--- src/rtl/core/agp_pkg.sv ---
// Shared types, widths, latencies and constants of the grasp pair check.
// Depends on nothing; every RTL module imports it.
`default_nettype none

package agp_pkg;

    // Field types.
    typedef logic signed [15:0] t_coord;
    typedef logic signed [15:0] t_normal;

    localparam int WIDTH_W   = 17;
    localparam int TOL_W     = 12;
    localparam int QUAL_W    = 16;
    localparam int CFG_IDX_W = 2;

    typedef logic [WIDTH_W-1:0] t_width;
    typedef logic [TOL_W-1:0]   t_tol;
    typedef logic [QUAL_W-1:0]  t_quality;
    typedef logic [CFG_IDX_W-1:0] t_cfg_idx;

    // Configuration register indexes.
    localparam t_cfg_idx CFG_MAX_WIDTH   = 2'd0;
    localparam t_cfg_idx CFG_VOXEL_TOL   = 2'd1;
    localparam t_cfg_idx CFG_MIN_QUALITY = 2'd2;

    localparam t_width   MAX_WIDTH_RST   = 17'd410;
    localparam t_tol     VOXEL_TOL_RST   = 12'd41;
    localparam t_quality MIN_QUALITY_RST = 16'd38400;

    typedef enum logic [1:0] {
        REJ_NONE        = 2'd0,
        REJ_WIDE        = 2'd1,
        REJ_LOW_QUALITY = 2'd2,
        REJ_DEGENERATE  = 2'd3
    } t_reject;

    // Pipelined square root: one result bit per stage plus a rounding stage.
    localparam int SQ_RAD_W  = 54;
    localparam int SQ_STEPS  = SQ_RAD_W / 2;
    localparam int SQ_ROOT_W = SQ_STEPS + 1;
    localparam int SQ_REM_W  = SQ_STEPS + 3;
    localparam int SQ_LAT    = SQ_STEPS + 1;

    // Scale applied before the magnitude roots.
    localparam int NORM_SHIFT = 20;

    // Magnitudes and the denominator product.
    localparam int MD_W     = 27;
    localparam int MN_W     = 26;
    localparam int MN_LO_W  = 13;
    localparam int PP_W     = MD_W + MN_LO_W;
    localparam int DEN_W    = MD_W + MN_W;
    localparam int DOT_W    = 35;
    localparam int MAG_W    = 35;

    // Cosine divider.
    localparam int COS_W     = 17;
    localparam int DIV_SHIFT = 36;
    localparam int DIV_NUM_W = MAG_W + DIV_SHIFT;
    localparam int DIV_STEPS = COS_W;
    localparam int DIV_LAT   = DIV_STEPS + 2;
    localparam logic [COS_W-1:0] COS_ONE = 17'd65536;

    // Angle unit: square, subtract, root, CORDIC, round.
    localparam int CORDIC_STEPS = 16;
    localparam int CRD_W        = 34;
    localparam int ZACC_W       = 25;
    localparam int ATAN_W       = 22;
    localparam int ANG_W        = 15;
    localparam int CRD_SHIFT    = 14;
    localparam int ANG_LAT      = 2 + SQ_LAT + CORDIC_STEPS + 1;
    localparam logic [ANG_W-1:0] ANGLE_MAX = 15'd23040;

    localparam logic [ATAN_W-1:0] ATAN_DEG_Q16 [CORDIC_STEPS] = '{
        22'd2949120, 22'd1740967, 22'd919879, 22'd466945,
        22'd234379,  22'd117306,  22'd58666,  22'd29335,
        22'd14668,   22'd7334,    22'd3667,   22'd1833,
        22'd917,     22'd458,     22'd229,    22'd115
    };

    localparam t_quality QUALITY_FULL = 16'd46080;
    localparam t_width   WIDTH_MAX    = 17'd131071;

    // Whole pipeline: front end, roots, width and product, divider, angle, output.
    localparam int FRONT_LAT  = 3;
    localparam int SIDE_DLY   = DIV_LAT + ANG_LAT;
    localparam int MAG_DLY    = SQ_LAT + 2;
    localparam int PIPE_DEPTH = FRONT_LAT + SQ_LAT + 2 + SIDE_DLY + 1;

    typedef struct packed {
        t_width width;
        logic   wide;
        logic   degen;
    } t_side;

endpackage

`default_nettype wire

--- src/rtl/core/agp_sqrt.sv ---
// Pipelined rounded integer square root, one root bit per stage.
// Depends on agp_pkg for its widths and latency.
`default_nettype none

module agp_sqrt (
    input  logic                           i_clk,
    input  logic                           i_en,
    input  logic [agp_pkg::SQ_RAD_W-1:0]   i_rad,
    output logic [agp_pkg::SQ_ROOT_W-1:0]  o_root
);
    import agp_pkg::*;

    logic [SQ_RAD_W-1:0] r_rad [SQ_STEPS];
    logic [SQ_REM_W-1:0] r_rem [SQ_STEPS];
    logic [SQ_STEPS-1:0] r_q   [SQ_STEPS];
    logic [SQ_ROOT_W-1:0] r_root;

    logic [SQ_RAD_W-1:0] rad_in [SQ_STEPS];
    logic [SQ_REM_W-1:0] rem_in [SQ_STEPS];
    logic [SQ_STEPS-1:0] q_in   [SQ_STEPS];
    logic [SQ_REM_W-1:0] rem_sh [SQ_STEPS];
    logic [SQ_REM_W-1:0] trial  [SQ_STEPS];
    logic [SQ_RAD_W-1:0] n_rad  [SQ_STEPS];
    logic [SQ_REM_W-1:0] n_rem  [SQ_STEPS];
    logic [SQ_STEPS-1:0] n_q    [SQ_STEPS];
    logic [SQ_ROOT_W-1:0] n_root;

    // Each stage brings down two radicand bits and tries the next root bit.
    always_comb begin
        for (int k = 0; k < SQ_STEPS; k++) begin
            if (k == 0) begin
                rad_in[k] = i_rad;
                rem_in[k] = '0;
                q_in[k]   = '0;
            end else begin
                rad_in[k] = r_rad[k-1];
                rem_in[k] = r_rem[k-1];
                q_in[k]   = r_q[k-1];
            end
            rem_sh[k] = {rem_in[k][SQ_REM_W-3:0], rad_in[k][SQ_RAD_W-1 -: 2]};
            trial[k]  = {{(SQ_REM_W-SQ_STEPS-2){1'b0}}, q_in[k], 2'b01};
            n_rad[k]  = rad_in[k] << 2;
            if (rem_sh[k] >= trial[k]) begin
                n_rem[k] = rem_sh[k] - trial[k];
                n_q[k]   = {q_in[k][SQ_STEPS-2:0], 1'b1};
            end else begin
                n_rem[k] = rem_sh[k];
                n_q[k]   = {q_in[k][SQ_STEPS-2:0], 1'b0};
            end
        end
        // The remainder is radicand minus root squared; round up when it exceeds the root.
        n_root = SQ_ROOT_W'(r_q[SQ_STEPS-1])
               + SQ_ROOT_W'(r_rem[SQ_STEPS-1] > SQ_REM_W'(r_q[SQ_STEPS-1]));
    end

    always_ff @(posedge i_clk) begin
        if (i_en) begin
            for (int k = 0; k < SQ_STEPS; k++) begin
                r_rad[k] <= n_rad[k];
                r_rem[k] <= n_rem[k];
                r_q[k]   <= n_q[k];
            end
            r_root <= n_root;
        end
    end

    assign o_root = r_root;

endmodule

`default_nettype wire

--- config.mk ---
export PLATFORM = sky130hd
export DESIGN_NAME = agp_sqrt
export DESIGN_NICKNAME = d
export VERILOG_FILES = /design/src/rtl/core/agp_pkg.sv /design/src/rtl/core/agp_sqrt.sv
export SDC_FILE = /design/constraint.sdc
export NUM_CORES = 2
export LEC_CHECK = 0
export BUFFER_PORTS_ARGS = -buffer_cell sky130_fd_sc_hd__buf_2
export CAP_MARGIN = 20
export CORE_AREA = 8 8 474 476
export CTS_CLUSTER_DIAMETER = 60
export CTS_CLUSTER_SIZE = 28
export DETAILED_ROUTE_END_ITERATION = 8
export DIE_AREA = 0 0 482 484
export PLACE_DENSITY = 0.51
export SETUP_SLACK_MARGIN = 0.05
export SLEW_MARGIN = 5
export SYNTH_ARGS = -nofsm -noshare
export SYNTH_HDL_FRONTEND = slang
export SYNTH_SLANG_ARGS = --single-unit
--- constraint.sdc ---
create_clock -name i_clk -period 5.1 [get_ports i_clk]
set_clock_uncertainty 0.05 [all_clocks]
set_input_delay 1.02 -clock i_clk [delete_from_list [all_inputs] [get_ports i_clk]]
set_output_delay 1.02 -clock i_clk [all_outputs]
set_load 0.03 [all_outputs]
==> metrics.txt <==
Rows=172; Setup crit start kind=flop; CTS tree=built; Final ANT Viol Nets=0; Syn Nets=7210; Layout Nets=7395; CTS Hold Bufs=0; H-tree Lvls=4; Max Clock Freq=219.1 MHz; Rel. slew slack=36.43%; Placed Cells=9615; gpl congestion=0.8454; Top Metal Used=met5; die area=233300 sq um; Final Hold Violating Endpoints=0; share of cells above drive strength 1=8.233%; pre-CTS setup slack=0.6155 ns; pin count of the biggest net entering global routing=117; Critical path origin=r_q[1][283]; CTS root buf=clkbuf_16; initial antenna violation count=5; VDD IR max=0.3805 mV; DRT iter0 DRCs=3157; DR DRC count=0; Final TNS setup=0 ns; critical path class=flop to flop; max-slew violation count=0; core area=217800 sq um; Post-Syn Instances=6716; IO Pins=84; WL/cell=17.46 um; area grow syn2layout=11.49%; vias per cell=5.129; chip width=482 um; first-pass GRT wire length=273800 um; yosys warns=0; commonest cells after routing, fill and taps aside=1829 x edfxtp_1, 547 x inv_1, 507 x nand2_1; post-route worst setup slack=0.5361 ns; WL met2=85110 um; R2R Path Start=r_q[1][283]; Port Buffers=83; critical path required time=5.60 ns; Netlist cell types=86; met1 WL=76500 um; most common cell after layout, fill and taps aside=edfxtp_1; HPWL Detailed=126000 um; leakage=36.24 nW; Total GRT Usage=14.52%; part of the cycle the worst path needs=89.49%; total number of vias=50810; clock sinks=1829; Synth Cell Area=86140 sq um; clock slew at reported path FFs=0.09 ns; DRT Pass-1 Iters=5; crit path max fanout=5; hold path start=i_rad[42]; Die Y=484 um; global route total overflow=0; Main synth FF type=edfxtp_1; vias in the first global route=50030; metal3 WL=5955 um; Hold Crit Class=input port to flop; Setup violations, final=0; CP Capture Type=flop; Initial Utilization=39.55%; Seq cells post-synth=1829; status=finished clean; WL final=172900 um; minimum clock period=4.564 ns; post-CTS sizing=0; RSZ-0062 raised after global routing=false; Async SR Flop Fraction=0%; worst hold margin=0.3168 ns; max-cap viol count=0; TritonCTS buffer count=155; Setup Buffers After CTS=0; Post-Layout Cell Count=9906; mean post-synth cell area=12.83 sq um; sequential area share after synthesis=63.76%; crit path DAT=5.07 ns; total power density per cell area=436.1 nW/um^2; Max clock buf depth=3; worst skew pair latency=0.81 ns; Worst Max-Slew Pin Slew=0.9536 ns; Post-synth EDFFs=1829
==> cell usage after synthesis, drive strengths merged, types with 8 or more instances <==
cell type | count | area share [%]
nor3 | 168 | 0.98
o31a | 8 | 0.081
a21o | 164 | 1.4
and2 | 17 | 0.12
or3 | 69 | 0.50
xor2 | 287 | 2.9
a21oi | 336 | 2.0
nand2 | 510 | 2.2
o21ai | 413 | 2.4
nor2b | 62 | 0.45
nor2 | 355 | 1.5
nand3 | 121 | 0.71
buf | 11 | 0.073
o2111ai | 13 | 0.13
xnor2 | 323 | 3.3
o221ai | 10 | 0.10
nor3b | 18 | 0.16
or4 | 36 | 0.32
nor4b | 15 | 0.15
mux2 | 64 | 0.84
o21bai | 28 | 0.24
nand4 | 74 | 0.54
o21a | 81 | 0.71
edfxtp | 1829 | 64
nand2b | 75 | 0.54
a221o | 8 | 0.093
and4 | 8 | 0.081
a21boi | 26 | 0.23
a2111oi | 17 | 0.17
a31oi | 39 | 0.28
ha | 438 | 6.4
o31ai | 55 | 0.48
a211o | 10 | 0.10
or2 | 43 | 0.31
and3 | 38 | 0.28
a211oi | 31 | 0.27
nand4b | 11 | 0.11
inv | 547 | 2.4
o311ai | 8 | 0.081
nand3b | 30 | 0.26
clkbuf | 117 | 0.51
o211ai | 23 | 0.20
nor4 | 87 | 0.64
==> report_power, final <==
group / switching (mW) / internal (mW)
clock: 6.11 / 6.60
combinational: 5.09 / 3.72
sequential: 1.28 / 19.1
total: 12.5 / 29.4
==> path summary, 6_finish.rpt <==
kind	cells after the start	end	slack, ns
max reg2reg	17	o_root[22]	0.54
min	1	r_rad[0][42]	0.32
max	17	o_root[22]	0.54
min reg2reg	0	r_rad[1][32]	0.34
==> flip-flops by register name, indices dropped and copies added, names as in the netlist <==
register  count
r_rem       721
r_q         378
o_root       28
r_rad       702
==> per-layer routing <==
| layer | vias to the layer above | track usage (%) |
|---|---|---|
| met5 | - | 0 |
| met4 | 4 | 4.812 |
| met3 | 296 | 2.293 |
| met2 | 756 | 24.97 |
| met1 | 24490 | 18.70 |
| li1 | 25260 | - |
==> cell type report <==
cell class	instances	area [sq um]
Sequential cell	1829	54920
Clock buffer	159	3958
Clock inverter	130	1617
Timing Repair Buffer	156	1186
Fill cell	19840	121800
Multi-Input combinational cell	4210	28690
Antenna cell	2	5.005
Tap cell	2871	3592
Inverter	549	2061
==> kinds of logic (layout without fill, tap and decap cells) <==
logic type               Yosys count  after routing  synth area share (%)
AO/OA/AOI/OAI                   1340           1340                 9.700
XOR/XNOR                         610            610                 6.203
adder cells (fa/ha/maj)          438            438                 6.362
buffers and inverters            677            994                 2.975
flip-flops                      1829           1829                 63.76
multiplexers                      71             71                0.9180
other                              1              3              0.004354
AND/OR/NAND/NOR                 1750           1750                 10.07
==> critical path: stages, from the launching register on <==
cell and delay [ns]:
edfxtp_1 0.44, inv_1 0.09, ha_1 0.30, nand4_1 0.12
or2_2 0.31, o221ai_1 0.24, a21oi_1 0.10, o211ai_1 0.21
o41a_1 0.25, ha_1 0.22, ha_1 0.20, nand3_1 0.16
nor4_1 0.56, and4_1 0.33, nor2b_1 0.27, and3_1 0.25
nand2_1 0.08, xnor2_1 0.13
==> per-stage QoR <==
stage	total power, mW	utilization (%)	area [sq um]
detailed placement	29.54	41.53	90460
finish	41.88	44.10	96030
CTS	42.53	44.09	96030
global route	44.22	44.09	96030
global placement	29.49	41.52	90430
floorplan	26.68	-	86140
No activity file was read; power rests on OpenSTA's default activity.
